--- src/hdl/hbp_pkg.sv ---
// Shared constants, command codes and types for the Huffman code bit packer.
// No dependencies; the top level, table, packer and result buffer import this package.
package hbp_pkg;

   // Table size and longest code held in one entry.
   localparam int NUM_SYMBOLS   = 256;
   localparam int MAX_CODE_BITS = 16;

   // Field widths of the input and result words.
   localparam int SYM_W    = 8;
   localparam int CODE_W   = 16;
   localparam int CWID_W   = 5;
   localparam int CMD_W    = 2;
   localparam int BYTE_W   = 8;
   localparam int OFFS_W   = 32;
   localparam int IDX_W    = $clog2(NUM_SYMBOLS);
   localparam int ENTRY_W  = CWID_W + CODE_W;
   localparam int ACC_W    = BYTE_W + CODE_W;
   localparam int GROUP_N  = 3;

   // Input commands.
   localparam logic [CMD_W-1:0] CMD_LOAD   = 2'd0;
   localparam logic [CMD_W-1:0] CMD_ENCODE = 2'd1;
   localparam logic [CMD_W-1:0] CMD_FLUSH  = 2'd2;

   // Result kinds.
   localparam logic KIND_OFFSET = 1'b0;
   localparam logic KIND_BYTE   = 1'b1;

   // Item after the table lookup; width is already zero for an empty entry.
   typedef struct packed {
      logic [CMD_W-1:0]  cmd;
      logic [CWID_W-1:0] width;
      logic [CODE_W-1:0] code;
   } hbp_item_type;

   // One result word.
   typedef struct packed {
      logic              kind;
      logic [BYTE_W-1:0] out_byte;
      logic [OFFS_W-1:0] bit_offset;
      logic              last;
   } hbp_result_type;

   // All results caused by one item, entry 0 delivered first.
   typedef struct packed {
      logic [1:0]                      count;
      hbp_result_type [GROUP_N-1:0]    entry;
   } hbp_group_type;

endpackage

--- src/hdl/hbp_packer.sv ---
// Bit packer: merges a code into the pending byte and forms the result group.
// Depends on hbp_pkg.
module hbp_packer (
   input  logic                  clock,
   input  logic                  reset,
   input  logic                  in_valid,
   output logic                  in_ready,
   input  hbp_pkg::hbp_item_type in_item,
   output logic                  out_valid,
   input  logic                  out_ready,
   output hbp_pkg::hbp_group_type out_group
);
   import hbp_pkg::*;

   logic [BYTE_W-1:0] bits_ff;
   logic [BYTE_W-1:0] bits_in;
   logic [2:0]        count_ff;
   logic [2:0]        count_in;
   logic [OFFS_W-1:0] pos_ff;
   logic [OFFS_W-1:0] pos_in;
   logic [CODE_W-1:0] code_masked;
   logic [ACC_W-1:0]  acc;
   logic [CWID_W-1:0] total;
   logic [1:0]        nbytes;
   logic              advance;

   // Code bits past the width are dropped, then placed after the pending bits.
   assign code_masked = in_item.code & ~({CODE_W{1'b1}} >> in_item.width);
   assign acc   = {bits_ff, {CODE_W{1'b0}}} | ({code_masked, {BYTE_W{1'b0}}} >> count_ff);
   assign total = {2'b00, count_ff} + in_item.width;
   assign nbytes = total[4:3];

   // Words without results pass at once; others wait for the result buffer.
   assign out_valid = in_valid && (out_group.count != 2'd0);
   assign in_ready  = out_ready || (out_group.count == 2'd0);
   assign advance   = in_valid && in_ready;

   // Result group and next packing state for the word in hand.
   always_comb begin
      out_group = '0;
      bits_in   = bits_ff;
      count_in  = count_ff;
      pos_in    = pos_ff;
      case (in_item.cmd)
         CMD_ENCODE: begin
            out_group.count = 2'd1 + nbytes;
            out_group.entry[0] = '{kind: KIND_OFFSET, out_byte: '0,
                                   bit_offset: pos_ff, last: (nbytes == 2'd0)};
            out_group.entry[1] = '{kind: KIND_BYTE, out_byte: acc[ACC_W-1 -: BYTE_W],
                                   bit_offset: '0, last: (nbytes == 2'd1)};
            out_group.entry[2] = '{kind: KIND_BYTE, out_byte: acc[ACC_W-BYTE_W-1 -: BYTE_W],
                                   bit_offset: '0, last: 1'b1};
            case (nbytes)
               2'd0: begin
                  bits_in = acc[ACC_W-1 -: BYTE_W];
               end
               2'd1: begin
                  bits_in = acc[ACC_W-BYTE_W-1 -: BYTE_W];
               end
               default: begin
                  bits_in = acc[BYTE_W-1:0];
               end
            endcase
            count_in = total[2:0];
            pos_in   = pos_ff + OFFS_W'(in_item.width);
         end
         CMD_FLUSH: begin
            // A partial byte goes out first, then two zero bytes.
            if (count_ff != 3'd0) begin
               out_group.count = 2'd3;
               out_group.entry[0] = '{kind: KIND_BYTE, out_byte: bits_ff,
                                      bit_offset: '0, last: 1'b0};
               out_group.entry[1] = '{kind: KIND_BYTE, out_byte: '0,
                                      bit_offset: '0, last: 1'b0};
               out_group.entry[2] = '{kind: KIND_BYTE, out_byte: '0,
                                      bit_offset: '0, last: 1'b1};
            end else begin
               out_group.count = 2'd2;
               out_group.entry[0] = '{kind: KIND_BYTE, out_byte: '0,
                                      bit_offset: '0, last: 1'b0};
               out_group.entry[1] = '{kind: KIND_BYTE, out_byte: '0,
                                      bit_offset: '0, last: 1'b1};
            end
            bits_in  = '0;
            count_in = '0;
            pos_in   = '0;
         end
         default: begin
            // Loads and unused commands leave no result here.
            out_group.count = 2'd0;
         end
      endcase
   end

   // Packing state advances once per word, in order.
   always_ff @(posedge clock) begin
      if (reset) begin
         bits_ff  <= '0;
         count_ff <= '0;
         pos_ff   <= '0;
      end else if (advance) begin
         bits_ff  <= bits_in;
         count_ff <= count_in;
         pos_ff   <= pos_in;
      end
   end

endmodule

--- config.mk ---
export PLATFORM = sky130hd
export DESIGN_NAME = hbp_packer
export DESIGN_NICKNAME = d
export VERILOG_FILES = /design/src/hdl/hbp_pkg.sv /design/src/hdl/hbp_packer.sv
export SDC_FILE = /design/constraint.sdc
export NUM_CORES = 1
export LEC_CHECK = 0
export BUFFER_PORTS_ARGS = -buffer_cell sky130_fd_sc_hd__buf_2
export CORE_MARGIN = 2
export CORE_UTILIZATION = 36
export CTS_CLUSTER_DIAMETER = 150
export DETAILED_ROUTE_END_ITERATION = 6
export PLACE_DENSITY = 0.6
export SLEW_MARGIN = 30
export SYNTH_ARGS = -nofsm -noshare
export SYNTH_HDL_FRONTEND = slang
export SYNTH_SLANG_ARGS = --single-unit
export TNS_END_PERCENT = 1
--- constraint.sdc ---
create_clock -name clock -period 6.1 [get_ports clock]
set_clock_uncertainty 0.05 [all_clocks]
set_input_delay 0.61 -clock clock [delete_from_list [all_inputs] [get_ports clock]]
set_output_delay 0.61 -clock clock [all_outputs]
set_load 0.01 [all_outputs]
==> reports/qor.yml, run 1 <==
fin_util_pct: 40.83
slowest_stage: "o31ai_4"
synthXorXnorAreaFrac_pct: 3.729
grt_setup_unrepaired: "no"
wirelength_um: 12820
hp-class: "reg2reg"
slew_headroom_pct: 44.10
status: "complete, no violations"
drc_errors: 0
viasPerCell: 5.165
grt_max_degree: 37
grt_pass1_vias: 3907
synth_edf_count: 0
hold_start: "bits_ff[6]"
path_depth: 13
min_period_ps: 4305
cp.arrival_ps: 4460
synth_cell_types: 77
grt_util_met1_pct: 26.29
fin_cells: 831
drive_gt1_share_pct: 21.42
grt_util_met2_pct: 29.75
fin_crit_sh_pct: 70.57
ys.flop_type: "dfxtp_1"
path_buf_inv: 2
drv_cap: 0
grt_overflow: 0
worstPathRequired_ps: 6260
vias: 4292
avgRoutedWirePerCell_um: 15.43
syn-cell-area_um2: 4463
synth_compound_area_share_pct: 20.97
final_net_count: 703
synth_top_family_by_area: "simple AND/OR/NAND/NOR gates"
crit_type: "reg2reg"
grtUsageTotal_pct: 18.69
fmax_ghz: 0.2323
n_fill_cell: 1274
cts_buffers: 5
initial_core_util_pct: 37.00
seq_area_frac_synth_pct: 19.29
htreeDepth: 2
syn_inst: 597
cts_num_sinks: 43
initialDrtViolationCount: 251
area_delta_synth_final_pct: 10.34
dp_cells: 823
report.final.slew_viol_count: 0
slowest_delay_ps: 710
synthArstFlopShare_pct: 0
io_pins: 157
coreArea_um2: 12060
firstDrtPassIters: 5
cp_top_family: "compound AO/OA/AOI/OAI gates"
p_leak_nw: 2.180
crit_chain: "inv_2 -> fa_1 -> nor2b_1 -> o21ai_0 -> xor2_1 -> ha_1 -> nand2b_1 -> nand3_1 -> o31ai_4 -> buf_4 -> o211ai_1 -> or3_1 -> a21oi_1"
critPathLaunchType: "flip-flop"
hold_depth: 2
cts_tree: "built"
hold_violations: 0
fin_hold_ws_ps: 447.7
ctsResizeCount: 0
cts_setup_buffers: 0
clk_pin_slew_ps: 70
antenna_left: 0
finalSetupTns_ps: 0
diodes: 0
grt_antenna_before_repair: 0
cts_hold_buf: 0
hold_end: "bits_ff[6]"
critPathCaptureType: "flip-flop"
final-setup-viol-count: 0
r2r-end: "pos_ff[20]"
synth_fa_ha_area_share_pct: 4.261
port-buffer-count: 92
synth-simple-area-share_pct: 28.03
top_usage_layer: "met2"
ff2ff_path_depth: 13
std_cell_rows: 40
clockRootBuffer: "clkbuf_16"
gp_congestion: 0.8905
syn_avg_cell_area_um2: 7.476
yosys_warnings: 0
vdd_ir_drop_max_uv: 93.30
worstMarginPinSlew_ps: 838.5
dp_hpwl_um: 9785
clockBufferDepth: 2
worst-r2r-setup-slack_ps: 1800
worstSkewPairLatency_ps: 290
synth.area.mux_share_pct: 6.756
use_met3_pct: 2.688
rr_startpoint: "count_ff[1]"
ys_seq_elements: 43
cellPowerDensity_nw_per_um2: 181.4
grt_first_pass_wirelength_um: 20000
die_h_um: 115.3
cp_max_fo: 26
die_w_um: 115.3
dieArea_um2: 13300
## placed cells by master (no fill, tap or decap), types with 9 or more instances in the layout
master | synthesis | layout
nand2_1 | 34 | 34
mux2i_1 | 11 | 11
dfxtp_1 | 43 | 42
nor2b_1 | 11 | 11
and2_1 | 43 | 43
a21oi_1 | 30 | 30
conb_1 | 1 | 64
buf_2 | 11 | 92
or3_1 | 12 | 12
nand3_1 | 10 | 10
xor2_1 | 15 | 15
nor3_1 | 16 | 16
nor2_1 | 74 | 74
ha_1 | 12 | 11
o21ai_0 | 28 | 28
nand4_1 | 9 | 9
inv_1 | 21 | 21
## metrics by stage
step           setup WS [ps]  power [mW]  cell area, um2
6_report                1795      0.8933            4925
3_3_place_gp            1622      0.5801            4737
4_1_cts                 1365      0.8898            4913
5_1_grt                 1413      0.9350            4925
3_5_place_dp            1370      0.5835            4745
2_1_floorplan           2808      0.5382            4700
## where the power goes
part / leakage (nW) / internal, mW / switching (mW) / total [mW]
clock: 0.0838 / 0.193 / 0.116 / 0.310
sequential: 0.348 / 0.289 / 0.0135 / 0.302
combinational: 1.75 / 0.100 / 0.181 / 0.282
total: 2.18 / 0.582 / 0.311 / 0.893
## worst register-to-register path, cell delays in order, from the launching register on
cell,delay (ps)
dfxtp_2,660
inv_2,290
fa_1,500
nor2b_1,110
o21ai_0,90
xor2_1,200
ha_1,300
nand2b_1,120
nand3_1,130
o31ai_4,710
buf_4,310
o211ai_1,220
or3_1,380
a21oi_1,160
## area by class of cell
cell class	instances	area (um2)	share of cell area, %
clock buffers	5	125.1	2.541
clock inverters	3	43.79	0.8892
inverters	24	90.09	1.829
multi-input cells	492	3103	63.01
flip-flops and latches	43	862.1	17.51
well taps	168	210.2	4.268
repair buffers	96	490.5	9.959
## cells in the mapped netlist, types with 4 or more instances
| cell | n | area share, % |
|---|---|---|
| a211oi_1 | 4 | 0.67 |
| a21oi_1 | 30 | 3.4 |
| a31oi_1 | 7 | 0.98 |
| and2_1 | 43 | 6.0 |
| and3_1 | 5 | 0.70 |
| buf_2 | 11 | 1.2 |
| buf_4 | 68 | 11 |
| clkbuf_1 | 18 | 1.5 |
| dfxtp_1 | 43 | 19 |
| ha_1 | 12 | 3.4 |
| inv_1 | 21 | 1.8 |
| mux2i_1 | 11 | 2.5 |
| mux4_2 | 7 | 3.5 |
| nand2_1 | 34 | 2.9 |
| nand2b_1 | 4 | 0.56 |
| nand3_1 | 10 | 1.1 |
| nand4_1 | 9 | 1.3 |
| nor2_1 | 74 | 6.2 |
| nor2b_1 | 11 | 1.5 |
| nor3_1 | 16 | 1.8 |
| o2111ai_1 | 4 | 0.78 |
| o211ai_1 | 5 | 0.84 |
| o21ai_0 | 28 | 3.1 |
| o21ai_1 | 4 | 0.45 |
| o31a_1 | 4 | 0.78 |
| o31ai_1 | 6 | 1.0 |
| or2_2 | 7 | 0.98 |
| or3_1 | 12 | 1.7 |
| xnor2_1 | 4 | 0.78 |
| xor2_1 | 15 | 2.9 |
## cells by family (layout without fill, tap and decap cells)
logic type               Yosys count  after routing
AND/OR/NAND/NOR                  239            239
AO/OA/AOI/OAI                    135            135
buffers and inverters            125            128
flip-flops                        43             43
multiplexers                      21             21
XOR/XNOR                          19             19
adder cells (fa/ha/maj)           14             14
other                              1             64
## flip-flops by register name (all words and copies together), names as in the netlist
name      cells
pos_ff       32
bits_ff       8
count_ff      3
## how the worst max path moves through the flow
stage	start	endpoint
finish	count_ff[1]	pos_ff[20]
global route	count_ff[1]	pos_ff[20]
CTS	count_ff[1]	pos_ff[20]
detailed placement	count_ff[1]	pos_ff[20]
global placement	count_ff[1]	pos_ff[14]
floorplan	in_item[17]	out_valid
## metal layers
metal	vias up	part of all wire (%)
li1	2095	-
met1	2002	47
met2	178	45
met3	17	6.3
met4	0	1.4
met5	-	0
Note: power is estimated with default switching activity, not from simulation.
==> inputs of run 2 (changes only) <==
- ABC_AREA: not set -> 1
- PLACE_DENSITY: 0.6 -> 0.62
- clock period: 6.1 -> 3.84 ns (I/O delays scaled with it)
==> reports/qor.yml, run 2 <==
status: "complete, no violations"  # unchanged
cellPowerDensity_nw_per_um2: 256.3  # was 181.4 nW/um2
io_pins: 157  # unchanged
setup_ws_ps: 522.7  # was 1795 ps
port-buffer-count: 92  # unchanged
hold_violations: 0  # unchanged
cts_num_sinks: 43  # unchanged
grt_max_degree: 35  # was 37
grt_pass1_vias: 4718  # was 3,907
yosysMostFrequentCell: "nand2_1"  # was nor2_1
clockRootBuffer: "clkbuf_16"  # unchanged
hold_depth: 2  # unchanged
final_net_count: 942  # was 703
vias: 5197  # was 4,292
critPathLaunchType: "flip-flop"  # unchanged
fin_cells: 1074  # was 831
fin_crit_sh_pct: 86.39  # was 70.57%
syn_inst: 826  # was 597
power_frac_seq_pct: 34.8  # was 33.8%
grt_overflow: 0  # unchanged
synthTopCellsByArea: "dfxtp_1 (18%), nand2_1 (18%), nand3_1 (13%)"  # was dfxtp_1 (19%), buf_4 (11%), nor2_1 (6.2%)
wirelength_um: 13530  # was 12,820 um
cp_top_family: "simple AND/OR/NAND/NOR gates"  # was compound AO/OA/AOI/OAI gates
firstDrtPassIters: 6  # was 5
layout_common_cells: "nand2_1 (219), nand3_1 (126), inv_1 (106), buf_2 (92), nor2_1 (84)"  # was buf_2 (92), nor2_1 (74), conb_1 (64), and2_1 (43), dfxtp_1 (42)
rr_startpoint: "count_ff[0]"  # was count_ff[1]
wl_met2_um: 6295  # was 5800 um
finalSetupTns_ps: 0  # unchanged
worst-r2r-setup-slack_ps: 520  # was 1800 ps
report.final.slew_viol_count: 0  # unchanged
dp_cells: 1066  # was 823
synthArstFlopShare_pct: 0  # unchanged
final-setup-viol-count: 0  # unchanged
dp_hpwl_um: 10580  # was 9785 um
die_w_um: 118.1  # was 115.3 um
largest-register: "pos_ff"  # unchanged
yosys_warnings: 0  # unchanged
antenna_left: 0  # unchanged
drv_cap: 0  # unchanged
drive_gt1_share_pct: 14.08  # was 21.42%
dpl_cell_area_um2: 5014  # was 4745 um2
combPwrFrac_pct: 28.2  # was 31.5%
grt_antenna_before_repair: 0  # unchanged
ff2ff_path_depth: 17  # was 13
drc_errors: 0  # unchanged
ctsResizeCount: 0  # unchanged
crit_type: "reg2reg"  # unchanged
wl_met3_um: 747  # was 813 um
grt_setup_unrepaired: "no"  # unchanged
pre_cts_ws_ps: 274.4  # was 1370 ps
grt_first_pass_wirelength_um: 22410  # was 20,000 um
area_delta_synth_final_pct: 10.66  # was 10.34%
syn_avg_cell_area_um2: 5.670  # was 7.476 um2
initialDrtViolationCount: 374  # was 251
design_area_um2: 5182  # was 4925 um2
htreeDepth: 2  # unchanged
cts_buffers: 5  # unchanged
synthTopCellsByCount: "nand2_1 (219), nand3_1 (126), inv_1 (106)"  # was nor2_1 (74), buf_4 (68), and2_1 (43), dfxtp_1 (43), nand2_1 (34)
critPathCaptureType: "flip-flop"  # unchanged
synth_top_area_share_pct: 18.38  # was 19.29%
slowest_delay_ps: 370  # was 710 ps
clockBufferDepth: 2  # unchanged
wl_met1_um: 6172  # was 6022 um
final_common_cell: "nand2_1"  # was buf_2
std_cell_rows: 41  # was 40
reg.largest.list: "pos_ff (32), bits_ff (8), count_ff (3)"  # unchanged
synth_cell_types: 43  # was 77
yosysTopAreaCell: "dfxtp_1"  # unchanged
cts_setup_buffers: 0  # unchanged
cp.arrival_ps: 3450  # was 4460 ps
hold_start: "bits_ff[6]"  # unchanged
ys.flop_type: "dfxtp_1"  # unchanged
initial_core_util_pct: 36.96  # was 37.00%
clk_pin_slew_ps: 70  # about the same
worstSkewPairLatency_ps: 280  # was 290 ps
netSwitchingPower_mw: 0.4556  # was 0.3112 mW
seq_area_frac_synth_pct: 18.38  # was 19.29%
largest_register_ff_count: 32  # unchanged
gp_congestion: 0.9385  # was 0.8905
swShare_pct: 34.30  # was 34.84%
cp-startpoint: "count_ff[0]"  # was count_ff[1]
syn-cell-area_um2: 4683  # was 4463 um2
path_depth: 17  # was 13
slew_headroom_pct: 54.03  # was 44.10%
p_leak_nw: 2.770  # was 2.180 nW
hp-class: "reg2reg"  # unchanged
coreArea_um2: 12670  # was 12,060 um2
cts_hold_buf: 0  # unchanged
dieArea_um2: 13940  # was 13,300 um2
diodes: 0  # unchanged
ys_seq_elements: 43  # unchanged
path_buf_inv: 2  # unchanged
cts_tree: "built"  # unchanged
viasPerCell: 4.839  # was 5.165
min_period_ps: 3317  # was 4305 ps
vdd_ir_drop_max_uv: 180.2  # was 93.30 uV
die_h_um: 118.1  # was 115.3 um
crit_chain: "ha_1 -> inv_1 -> fa_1 -> or2_2 -> a21oi_1 -> xor2_1 -> ha_1 -> nor2_2 -> nor2_2 -> nand3_2 -> nand2_2 -> nand2_4 -> clkinv_2 -> nand3_1 -> nand2_1 -> nand2_1 -> nor2_1"  # was inv_2 -> fa_1 -> nor2b_1 -> o21ai_0 -> xor2_1 -> ha_1 -> nand2b_1 -> nand3_1 -> o31ai_4 -> buf_4 -> o211ai_1 -> or3_1 -> a21oi_1
synth_edf_count: 0  # unchanged
worstPathRequired_ps: 3980  # was 6260 ps
grtUsageTotal_pct: 19.14  # was 18.69%
p_int_mw: 0.8726  # was 0.5821 mW
top_layer_used: "met4"  # unchanged
worstMarginPinSlew_ps: 687.0  # was 838.5 ps
cp_max_fo: 26  # unchanged
pwr-share-clk_pct: 37.1  # was 34.7%
slowest_stage: "fa_1"  # was o31ai_4
fmax_ghz: 0.3014  # was 0.2323 GHz
avgRoutedWirePerCell_um: 12.60  # was 15.43 um
-- run 2: power by group through the flow --
stage,Combinational (mW),Clock (mW),Sequential [mW]
global placement,0.370,0,0.472
detailed placement,0.371,0,0.472
finish,0.374,0.492,0.462
CTS,0.372,0.497,0.462
global route,0.422,0.519,0.463
floorplan,0.322,0,0.470
-- run 2: layout make-up --
type | instances | area, um2
Inverter | 115 | 435.4
Timing Repair Buffer | 98 | 518.0
Clock inverter | 3 | 43.79
Sequential cell | 43 | 860.8
Fill cell | 1457 | 7488
Multi-Input combinational cell | 638 | 2984
Clock buffer | 5 | 125.1
Tap cell | 172 | 215.2
-- run 2: worst register-to-register path, delay by kind of cell, from the launching register on --
family | cells | cell delay [ps]
AND/OR/NAND/NOR | 10 | 1300
buffers and inverters | 2 | 380
adder cells (fa/ha/maj) | 3 | 820
XOR/XNOR | 1 | 210
flip-flops | 1 | 330
AO/OA/AOI/OAI | 1 | 150
-- run 2: through the flow --
step	hold WS, ps	utilization (%)	power (mW)
floorplan	394.5	-	0.7924
global placement	406.2	39.57	0.8418
detailed placement	407.9	39.57	0.8429
CTS	418.2	40.90	1.331
global route	442.6	40.90	1.404
finish	418.5	40.90	1.328
-- run 2: layer usage --
| metal | up-vias | track usage [%] |
|---|---|---|
| met3 | 25 | 2.422 |
| met1 | 2315 | 25.32 |
| met4 | 0 | 5.798 |
| met5 | - | 0 |
| li1 | 2651 | - |
| met2 | 206 | 32.38 |
-- run 2: path summary, 6_finish.rpt --
path / to
min reg2reg: bits_ff[6]
min: bits_ff[6]
max: pos_ff[25]
max reg2reg: pos_ff[25]
-- run 2: kinds of logic (layout without fill, tap and decap cells) --
| logic type | after synthesis | in the layout | share of synthesized area [%] |
|---|---|---|---|
| AOI/OAI and AO/OA | 71 | 71 | 8.015 |
| xor gates and xnor gates | 8 | 8 | 1.496 |
| adders and majority gates | 14 | 14 | 4.061 |
| buffers and inverters | 208 | 221 | 22.95 |
| DFF | 43 | 43 | 18.38 |
| other | 1 | 64 | 0.08007 |
| and+or+nand+nor | 481 | 481 | 45.02 |
