File: config.mk
export PLATFORM = sky130hd
export DESIGN_NAME = hbp_result_buf
export DESIGN_NICKNAME = d
export VERILOG_FILES = /design/src/hdl/hbp_pkg.sv /design/src/hdl/hbp_result_buf.sv
export SDC_FILE = /design/constraint.sdc
export NUM_CORES = 1
export LEC_CHECK = 0
export BUFFER_PORTS_ARGS = -buffer_cell sky130_fd_sc_hd__buf_2
export CAP_MARGIN = 20
export CORE_MARGIN = 2
export CORE_UTILIZATION = 51
export CTS_CLUSTER_DIAMETER = 50
export CTS_CLUSTER_SIZE = 20
export DETAILED_ROUTE_END_ITERATION = 8
export PLACE_DENSITY = 0.87
export SYNTH_ARGS = -nofsm -noshare
export SYNTH_HDL_FRONTEND = slang
export SYNTH_SLANG_ARGS = --single-unit
File: constraint.sdc
create_clock -name clock -period 3.65 [get_ports clock]
set_input_delay 0.1825 -clock clock [delete_from_list [all_inputs] [get_ports clock]]
set_output_delay 0.1825 -clock clock [all_outputs]
set_load 0.03 [all_outputs]
File: src/hdl/hbp_pkg.sv
// Shared constants, command codes and types for the Huffman code bit packer.
// No dependencies; the top level, table, packer and result buffer import this package.
package hbp_pkg;

   // Table size and longest code held in one entry.
   localparam int NUM_SYMBOLS   = 256;
   localparam int MAX_CODE_BITS = 16;

   // Field widths of the input and result words.
   localparam int SYM_W    = 8;
   localparam int CODE_W   = 16;
   localparam int CWID_W   = 5;
   localparam int CMD_W    = 2;
   localparam int BYTE_W   = 8;
   localparam int OFFS_W   = 32;
   localparam int IDX_W    = $clog2(NUM_SYMBOLS);
   localparam int ENTRY_W  = CWID_W + CODE_W;
   localparam int ACC_W    = BYTE_W + CODE_W;
   localparam int GROUP_N  = 3;

   // Input commands.
   localparam logic [CMD_W-1:0] CMD_LOAD   = 2'd0;
   localparam logic [CMD_W-1:0] CMD_ENCODE = 2'd1;
   localparam logic [CMD_W-1:0] CMD_FLUSH  = 2'd2;

   // Result kinds.
   localparam logic KIND_OFFSET = 1'b0;
   localparam logic KIND_BYTE   = 1'b1;

   // Item after the table lookup; width is already zero for an empty entry.
   typedef struct packed {
      logic [CMD_W-1:0]  cmd;
      logic [CWID_W-1:0] width;
      logic [CODE_W-1:0] code;
   } hbp_item_type;

   // One result word.
   typedef struct packed {
      logic              kind;
      logic [BYTE_W-1:0] out_byte;
      logic [OFFS_W-1:0] bit_offset;
      logic              last;
   } hbp_result_type;

   // All results caused by one item, entry 0 delivered first.
   typedef struct packed {
      logic [1:0]                      count;
      hbp_result_type [GROUP_N-1:0]    entry;
   } hbp_group_type;

endpackage

File: src/hdl/hbp_result_buf.sv
// Result buffer: holds one group of up to three results and sends them in order.
// Depends on hbp_pkg.
module hbp_result_buf (
   input  logic                   clock,
   input  logic                   reset,
   input  logic                   in_valid,
   output logic                   in_ready,
   input  hbp_pkg::hbp_group_type in_group,
   output logic                   out_valid,
   input  logic                   out_ready,
   output hbp_pkg::hbp_result_type out_result
);
   import hbp_pkg::*;

   hbp_result_type [GROUP_N-1:0] entry_ff;
   logic [1:0]                   count_ff;
   logic                         take;

   assign out_valid  = (count_ff != 2'd0);
   assign out_result = entry_ff[0];
   assign take       = out_valid && out_ready;

   // A new group enters when the buffer is empty or its final word leaves now.
   assign in_ready = (count_ff == 2'd0) || ((count_ff == 2'd1) && out_ready);

   always_ff @(posedge clock) begin
      if (reset) begin
         count_ff <= 2'd0;
      end else if (in_valid && in_ready) begin
         count_ff <= in_group.count;
      end else if (take) begin
         count_ff <= count_ff - 2'd1;
      end
   end

   // Words shift toward entry 0 as they are taken.
   always_ff @(posedge clock) begin
      if (in_valid && in_ready) begin
         entry_ff <= in_group.entry;
      end else if (take) begin
         entry_ff[0] <= entry_ff[1];
         entry_ff[1] <= entry_ff[2];
      end
   end

endmodule

==> flow_metrics.py, run 1 <==
metrics = {
    "place": {
        "post-dp-hpwl_um": 6500,
        "port_buffers": 175,
        "dp.cells": 545,
        "place_area_um2": 6140,
        "gp_congestion": 0.729,
    },
    "floorplan": {
        "chipHeight_um": 107,
        "rows": 37,
        "die_w_um": 107,
        "start_util_pct": 52.7,
        "io_pins": 176,
    },
    "outcome": {
        "error": "[ERROR RSZ-0060] Max buffer count reached.",
        "failed_stage": "clock tree synthesis",
        "status": "aborted with a tool error",
    },
    "synth": {
        "ys_seq_area_share_pct": 70.2,
        "synth.cell_area_um2": 5450,
        "syn_avg_cell_area_um2": 19.3,
        "ys_types": 20,
        "synthCells": 282,
        "yosys_register_bits": 128,
        "ys_warn_count": 0,
        "syn_nets": 416,
    },
    "clock_network": {
        "holdBufCountCts": 116,
        "postCtsResizedCells": 0,
        "cts_max_path_buffers": 2,
        "cts_made_buffers": 17,
        "clock-root-buffer": "clkbuf_8",
        "post_cts_buffers": 0,
        "cts.sinks": 128,
        "htreeDepth": 4,
    },
}
## metrics by stage
stage / util (%) / setup slack (ns)
floorplan: - / 0.651
global placement: 59.5 / 1.22
detailed placement: 59.5 / 1.09
## logic make-up after synthesis
family                   Yosys count  synth area share, %
multiplexers                      85                 20.2
flip-flops                       128                 70.2
AND/OR/NAND/NOR                    5                0.459
adder cells (fa/ha/maj)            2                0.459
buffers and inverters             57                 7.61
AO/OA/AOI/OAI                      5                 1.08
## Yosys cell counts
cell type  number  area, um^2
mux2_4         38         571
o311ai_2        1        16.3
mux2i_1         1        10.0
mux2_2         46         518
a21o_4          1        15.0
nand2_2         1        6.26
a2111o_1        1        11.3
nand3_1         1        5.00
dfxtp_1         2        40.0
nand2_1         1        3.75
a211oi_1        1        7.51
nor2_1          1        3.75
inv_1           6        22.5
o31a_1          1        8.76
ha_1            2        25.0
buf_2           4        20.0
edfxtp_1      126        3780
and3_1          1        6.26
buf_6           5        56.3
buf_4          42         315
==> run 2, diff against run 1 <==
CORE_UTILIZATION = 40   (was 51)
CTS_CLUSTER_DIAMETER = not set   (was 50)
CTS_CLUSTER_SIZE = not set   (was 20)
PLACE_DENSITY = not set   (was 0.87)
PLACE_DENSITY_LB_ADDON = 0.15   (was not set)
==> run 2 against run 1 <==
Against the previous run: the run now ends clean; synthesized area stayed put; synthesized cell count unchanged.
==> flow_metrics.py, run 2 <==
metrics = {
    "outcome": {
        "status": "finished clean",
    },
    "finish": {
        "largest-register": "entry_ff",
        "drive_gt1_share_pct": 61.0,
        "nets": 605,
        "areaGrowthSynthToFinish_pct": 31.9,
        "diodes": 0,
        "largest_reg_flops": 84,
        "layout_common_cells": "buf_2, edfxtp_1, mux2_2",
        "final_common_cell": "buf_2",
    },
    "floorplan": {
        "io_pins": 176,
        "die_w_um": 121,
        "chipHeight_um": 121,
        "start_util_pct": 41.1,
        "coreArea_um2": 13200,
        "fp.dieArea_um2": 14600,
        "rows": 42,
    },
    "timing": {
        "post-route-min-period_ns": 2.44,
        "fin_ws_ns": 1.21,
        "hold_viol_final": 0,
        "rsz0062_at_grt": "no",
        "clock_skew_ns": 0.00605,
        "relSlewSlack_pct": 34.2,
        "period_share_pct": 66.7,
        "setup_tns_ns": 0,
        "holdWs_ns": 0.0710,
        "worst_pin_slew_ns": 0.987,
        "slew_violations": 0,
        "setup_violations": 0,
        "fmax_mhz": 411,
    },
    "synth": {
        "synthTopCellsByCount": "edfxtp_1, mux2_2, buf_4",
        "yosys.area_share.xor_xnor_pct": 0,
        "syn_nets": 416,
        "synth_async_sr_flop_share_pct": 0,
        "synth_edf_count": 126,
        "ys_warn_count": 0,
        "synth-main-ff-cell": "edfxtp_1",
        "ys_seq_area_share_pct": 70.2,
        "yosysMostFrequentCell": "edfxtp_1",
        "ys_types": 20,
        "synth.cell_area_um2": 5450,
        "synth_area_leader_cell": "edfxtp_1",
        "synth_fa_ha_area_share_pct": 0.460,
        "syn_avg_cell_area_um2": 19.3,
        "yosys.area_share.simple_pct": 0.460,
        "yosysTopAreaCellShare_pct": 69.5,
        "yosys_register_bits": 128,
        "synthCells": 282,
        "synth_top_family_by_area": "multiplexers",
        "synth-compound-area-share_pct": 1.08,
        "muxShareOfSynthArea_pct": 20.2,
        "synth_area_leaders": "edfxtp_1, mux2_4, mux2_2",
    },
    "routing": {
        "wl_per_cell_um": 14.4,
        "drc": 0,
        "dr.pass1.iters": 4,
        "wl_um": 9500,
        "vias": 2861,
        "final_antenna_net_count": 0,
        "drt_first_iter_violations": 178,
        "avgViaCountPerCell": 4.33,
    },
    "global_routing": {
        "grt_use_total_pct": 13.6,
        "antenna_found_initial": 0,
        "grt_pass1_wl_um": 14600,
        "use_met1_pct": 15.9,
        "grt_max_degree": 78,
        "grt_use_met3_pct": 5.19,
        "first_global_vias": 2910,
        "use_met2_pct": 21.8,
        "grt_busiest_layer": "met2",
        "grt_overflow_total": 0,
    },
    "place": {
        "port_buffers": 175,
        "gp_congestion": 0.731,
        "post-dp-hpwl_um": 6240,
        "dpl_worst_slack_ns": 1.20,
    },
    "setup_path": {
        "crit_path_end_kind": "register",
        "startpoint_type": "register",
        "worstPathArrival_ns": 2.73,
        "crit_fanout": 77,
        "crit_required_ns": 3.94,
        "critPathKind": "register to register",
    },
    "min_path": {
        "hp-class": "input pin to register",
    },
    "clock_network": {
        "cts_max_path_buffers": 2,
        "cts_made_buffers": 17,
        "htreeDepth": 4,
        "post_cts_buffers": 0,
        "clock-root-buffer": "clkbuf_16",
        "clkTransAtPathRegs_ns": 0.05,
        "cts.sinks": 128,
        "cts_tree": "done",
        "clk_latency_ns": 0.41,
    },
    "power": {
        "ir_drop_mv": 0.392,
        "power_leakage_nw": 2.99,
        "cellPowerDensity_nw_per_um2": 765,
    },
    "job": {
        "timing.max_cap.violations": 0,
    },
}
## run 2: cell counts after synthesis
No cell type changed its count.
## run 2: area by class of cell
type	instances	area, um^2
well taps	176	220
multi-input cells	97	1210
fillers	1132	6060
repair buffers	221	1330
clock inverters	14	148
clock buffers	18	429
flip-flops and latches	128	3820
inverters	6	23.8
## run 2: metal layers
metal  share of wire [%]  wire length, um
met5                   0                0
met4                 2.5              235
met3                 7.3              693
met2                  50             4700
met1                  41             3860
## run 2: report_power, final
group	leakage [nW]	switching, W	internal, W	total, W
clock	0.275	0.000583	0.00106	0.00164
combinational	1.48	0.000885	0.000638	0.00152
sequential	1.24	0.0000998	0.00224	0.00234
## run 2: kinds of logic after synthesis
kind of cell	after synthesis
compound gates	5
fa+ha+maj	2
buf+inv	57
mux	85
flops	128
simple gates	5
## run 2: metrics by stage
| stage | total power, W | instance area, um^2 | util [%] | std cells |
|---|---|---|---|---|
| after CTS | 0.00557 | 7180 | 54.2 | 660 |
| after detailed placement | 0.00388 | 6190 | 46.7 | 586 |
| after global routing | 0.00577 | 7180 | 54.2 | 660 |
| after floorplan | 0.00373 | 5450 | - | 282 |
| after global placement | 0.00385 | 6190 | 46.7 | 586 |
| final | 0.00550 | 7180 | 54.2 | 660 |
## run 2: path summary, 6_finish.rpt
kind | start | to | slack [ns] | cells past startpoint
hold / removal | in_group[42] | entry_ff[42] | 0.07 | 2
setup / recovery | count_ff[0] | count_ff[0] | 1.21 | 7
hold reg to reg | count_ff[1] | count_ff[1] | 0.53 | 2
setup reg to reg | count_ff[0] | count_ff[0] | 1.21 | 7
## run 2: timing repair
item,CTS,global route
endpoints found under the hold margin,42,0
hold buffers,42,0
resized for setup,0,0
## run 2: critical path, stage by stage, from the launching register on
cell and delay (ns):
dfxtp_1 0.35, inv_1 0.07, ha_1 0.24, mux2i_1 0.23
clkinv_2 0.18, buf_4 0.77, nor2_1 0.10, o31a_1 0.32
Note: power is estimated with default switching activity, not from simulation.
==> run 3, diff against run 2 <==
clock period = 2.2 ns   (was 3.65 ns; I/O delays follow)
==> run 3 against run 2 <==
Against the previous run: clock skew rose by 0.0021 ns; core utilization rose by 7.5 points; global-route usage rose by 1.1 points; non-clock buffer count up 83; worst setup slack got worse by 0.94 ns; critical path depth decreased by 1; critical path type unchanged; cell count up 13%; highest routed layer unchanged.
==> flow_metrics.py, run 3 (same netlist as run 2, synthesis figures left out) <==
metrics = {
    "finish": {
        "drive_gt1_share_pct": 53.4,
        "layout_common_cells": "buf_2, edfxtp_1, dlygate4sd3_1",
        "final_common_cell": "buf_2",
        "multi_input_area_um2": 1240,
        "design_area_um2": 8180,
        "nets": 688,
        "largest_reg_flops": 84,
        "largest-register": "entry_ff",
        "register_area_um2": 3820,
        "areaGrowthSynthToFinish_pct": 50.2,
        "fin_cells": 744,
        "fillers": 1034,
    },
    "setup_path": {
        "critPathSlowestCell": "mux2_2",
        "crit_fanout": 42,
        "rr_startpoint": "count_ff[1]",
        "crit_path_end_kind": "register",
        "crit_family": "multiplexers",
        "r2r_slack_ns": 0.27,
        "cp-endpoint": "out_result[9]",
        "slowest_delay_ns": 0.37,
        "worst_r2r_endpoint": "out_result[9]",
        "startpoint_type": "register",
        "cp.buffers_inverters": 2,
        "crit_path_start": "count_ff[1]",
        "critPathKind": "register to register",
        "crit_required_ns": 2.36,
        "worstPathArrival_ns": 2.09,
        "reg2regPathDepth": 6,
        "crit_cells": 6,
        "crit_path_cell_trace": "inv_2, ha_1, a21o_4, nand2_4, buf_12, mux2_2",
    },
    "timing": {
        "clock_skew_ns": 0.00816,
        "period_share_pct": 87.7,
        "hold_viol_final": 0,
        "post-route-min-period_ns": 1.93,
        "fin_ws_ns": 0.271,
        "fmax_mhz": 518,
        "setup_violations": 0,
        "holdWs_ns": 0.0163,
        "worst_pin_slew_ns": 0.280,
        "rsz0062_at_grt": "no",
        "relSlewSlack_pct": 80.9,
        "slew_violations": 0,
    },
    "clock_network": {
        "htreeDepth": 4,
        "holdBufCountCts": 121,
        "cts.sinks": 128,
        "cts_made_buffers": 17,
        "cts_max_path_buffers": 2,
        "clkTransAtPathRegs_ns": 0.05,
        "cts_tree": "done",
        "post_cts_buffers": 0,
        "clock-root-buffer": "clkbuf_16",
        "postCtsResizedCells": 0,
        "clk_latency_ns": 0.41,
    },
    "place": {
        "dpl_worst_slack_ns": 0.289,
        "dp.cells": 589,
        "port_buffers": 175,
        "gp_congestion": 0.762,
        "post-dp-hpwl_um": 6400,
        "place_area_um2": 6300,
    },
    "global_routing": {
        "antenna_found_initial": 1,
        "grt_use_total_pct": 14.7,
        "grt_pass1_wl_um": 15800,
        "first_global_vias": 3295,
        "grt_max_degree": 45,
        "grt_overflow_total": 0,
    },
    "floorplan": {
        "coreArea_um2": 13200,
        "fp.dieArea_um2": 14600,
        "chipHeight_um": 121,
        "start_util_pct": 41.1,
        "io_pins": 176,
        "die_w_um": 121,
        "rows": 42,
    },
    "min_path": {
        "whs_path_depth": 2,
        "hp-class": "input pin to register",
    },
    "power": {
        "cellPowerDensity_nw_per_um2": 1190,
        "ir_drop_mv": 0.708,
        "power_leakage_nw": 3.40,
    },
    "routing": {
        "wl_per_cell_um": 13.9,
        "dr.pass1.iters": 3,
        "wl_um": 10300,
        "avgViaCountPerCell": 4.27,
        "final_antenna_net_count": 0,
        "drc": 0,
        "drt_first_iter_violations": 187,
        "vias": 3178,
    },
    "outcome": {
        "status": "finished clean",
    },
    "job": {
        "timing.max_cap.violations": 0,
    },
}
run 3: cell count changes in the layout (fill, tap and decap cells not counted), moves of 2 or more:
| cell | delta |
|---|---|
| clkinv_2 | -3 |
| clkinv_1 | -3 |
| clkinv_4 | +2 |
| dlygate4sd3_1 | +80 |
| buf_12 | +5 |
| buf_4 | -2 |
| clkbuf_1 | +3 |
| inv_1 | -2 |
| bufinv_16 | +3 |
run 3: metal layers:
metal | track usage, % | share of wire [%]
met3 | 5.28 | 5.9
met4 | 8.28 | 3.0
met1 | 15.3 | 38
met5 | 0 | 0
met2 | 25.6 | 53
run 3: final cells by class:
cell class	instances	area share (%)
inverters	6	0.367
multi-input cells	97	15.1
flip-flops and latches	128	46.8
clock buffers	21	5.38
repair buffers	304	27.0
clock inverters	11	2.59
well taps	176	2.69
diodes	1	0.0306
run 3: how the worst min path moves through the flow:
stage,start,to
final,in_group[65],entry_ff[65]
after global routing,in_group[68],entry_ff[68]
after CTS,in_group[69],entry_ff[69]
after detailed placement,in_group[125],entry_ff[125]
after global placement,in_group[117],entry_ff[117]
after floorplan,in_group[100],entry_ff[100]
run 3: power by group:
group,switching (W),total (W),internal (W)
Sequential,0.000173,0.00387,0.00370
Clock,0.000965,0.00308,0.00212
Combinational,0.00152,0.00280,0.00128
run 3: per-stage QoR:
stage                     power, W  TNS, ns  utilization [%]
final                      0.00975        0             61.8
after global routing        0.0102        0             61.8
after CTS                  0.00986        0             61.7
after detailed placement   0.00658        0             47.6
after global placement     0.00653        0             47.6
after floorplan            0.00623   -25.83                -
==> run 4, diff against run 3 <==
==> constraint.sdc (replaced) <==
create_clock -name clock -period 2.2 [get_ports clock]
set_input_delay 0.22 -clock clock [delete_from_list [all_inputs] [get_ports clock]]
set_output_delay 0.22 -clock clock [all_outputs]
set_load 0.03 [all_outputs]
==> run 4 against run 3 <==
Against the previous run: sequential power about the same; critical path type unchanged; power is 1.3% lower; die area unchanged; via count shrank 10%; non-clock buffer count is 80 lower; largest cell class unchanged; flip-flop and latch count unchanged; highest routed layer unchanged.
==> flow_metrics.py, run 4 (same netlist as run 2, synthesis figures left out) <==
metrics = {
    "outcome": {
        "status": "finished clean",
    },
    "clock_network": {
        "clock-root-buffer": "clkbuf_16",
        "clkTransAtPathRegs_ns": 0.06,
        "htreeDepth": 4,
        "cts_tree": "done",
        "clk_latency_ns": 0.41,
        "cts_made_buffers": 17,
        "postCtsResizedCells": 0,
        "cts_max_path_buffers": 2,
        "post_cts_buffers": 0,
        "cts.sinks": 128,
        "holdBufCountCts": 42,
    },
    "place": {
        "dp.cells": 589,
        "dpl_worst_slack_ns": 0.289,
        "post-dp-hpwl_um": 6400,
        "gp_congestion": 0.762,
        "place_area_um2": 6300,
        "port_buffers": 175,
    },
    "setup_path": {
        "crit_fanout": 42,
        "worstPathArrival_ns": 2.08,
        "critPathKind": "register to register",
        "crit_path_end_kind": "register",
        "crit_required_ns": 2.36,
        "startpoint_type": "register",
    },
    "timing": {
        "post-route-min-period_ns": 1.92,
        "relSlewSlack_pct": 80.5,
        "slew_violations": 0,
        "worst_pin_slew_ns": 0.286,
        "clock_skew_ns": 0.00726,
        "period_share_pct": 87.3,
        "rsz0062_at_grt": "no",
        "setup_violations": 0,
        "hold_viol_final": 0,
        "fin_ws_ns": 0.279,
        "fmax_mhz": 521,
    },
    "routing": {
        "drc": 0,
        "vias": 2850,
        "final_antenna_net_count": 0,
        "wl_per_cell_um": 14.1,
        "dr.pass1.iters": 4,
        "drt_first_iter_violations": 188,
        "wl_um": 9340,
        "avgViaCountPerCell": 4.29,
    },
    "power": {
        "seqPwrFrac_pct": 40.2,
        "sw_frac_of_total_pct": 27.3,
        "total_power_w": 0.00963,
        "p_int_w": 0.00700,
        "ir_drop_mv": 0.704,
        "power_leakage_nw": 3.06,
        "cellPowerDensity_nw_per_um2": 1310,
        "power_switching_w": 0.00263,
        "combPwrFrac_pct": 27.8,
        "power_frac_clock_pct": 32.0,
    },
    "global_routing": {
        "grt_max_degree": 45,
        "grt_use_total_pct": 13.3,
        "grt_overflow_total": 0,
        "antenna_found_initial": 1,
        "first_global_vias": 2864,
        "grt_pass1_wl_um": 14300,
    },
    "finish": {
        "largest-register": "entry_ff",
        "finish.utilization_pct": 55.7,
        "largest_reg_flops": 84,
        "areaGrowthSynthToFinish_pct": 35.5,
        "design_area_um2": 7380,
        "nets": 608,
        "drive_gt1_share_pct": 62.2,
        "fin_cells": 664,
        "layout_common_cells": "buf_2, edfxtp_1, mux2_2",
        "final_common_cell": "buf_2",
    },
    "floorplan": {
        "die_w_um": 121,
        "io_pins": 176,
        "rows": 42,
        "chipHeight_um": 121,
        "coreArea_um2": 13200,
        "fp.dieArea_um2": 14600,
        "start_util_pct": 41.1,
    },
    "min_path": {
        "hp-class": "input pin to register",
    },
    "job": {
        "timing.max_cap.violations": 0,
    },
}
[run 4: cell count changes in the layout (fill, tap and decap cells not counted)]
| cell | previous run | this run |
|---|---|---|
| dlygate4sd3_1 | 122 | 42 |
[run 4: per-layer routing]
layer	GRT usage, %	up-vias	routed length [um]
met5	0	-	0
met4	7.19	0	213
met3	5.52	16	690
met2	22.4	100	4850
met1	14.3	1310	3590
li1	-	1424	-
[run 4: cell type report]
class,instances,area [um^2]
clock buffers,21,440
flip-flops and latches,128,3820
clock inverters,11,211
repair buffers,224,1410
fillers,1131,5860
inverters,6,30.0
multi-input cells,97,1240
well taps,176,220
diodes,1,2.50
[run 4: worst paths after layout]
| check | from | slack (ns) | endpoint | cells after the start |
|---|---|---|---|---|
| max reg2reg | count_ff[1] | 0.28 | out_result[16] | 6 |
| max | count_ff[1] | 0.28 | out_result[16] | 6 |
| min reg2reg | entry_ff[94] | 0.54 | entry_ff[52] | 1 |
| min | in_group[62] | 0.10 | entry_ff[62] | 2 |
[run 4: power by group through the flow]
| stage | Clock (W) | Combinational, W | Sequential (W) |
|---|---|---|---|
| after floorplan | 0 | 0.00234 | 0.00388 |
| after global placement | 0 | 0.00263 | 0.00390 |
| after detailed placement | 0 | 0.00266 | 0.00392 |
| after CTS | 0.00315 | 0.00273 | 0.00388 |
| after global routing | 0.00327 | 0.00287 | 0.00393 |
| final | 0.00309 | 0.00268 | 0.00387 |
[run 4: per-stage QoR]
step                      setup TNS [ns]  hold slack, ns
final                                  0           0.104
after global routing                   0          0.0815
after CTS                              0          0.0708
after detailed placement               0           0.398
after global placement                 0           0.396
after floorplan                   -25.83           0.319
[run 4: critical path, stage by stage, from the launching register on]
cell and delay [ns]:
dfxtp_1 0.35, inv_2 0.07, ha_1 0.19, a21o_4 0.23, nand2_4 0.15, buf_12 0.28, mux2_2 0.37
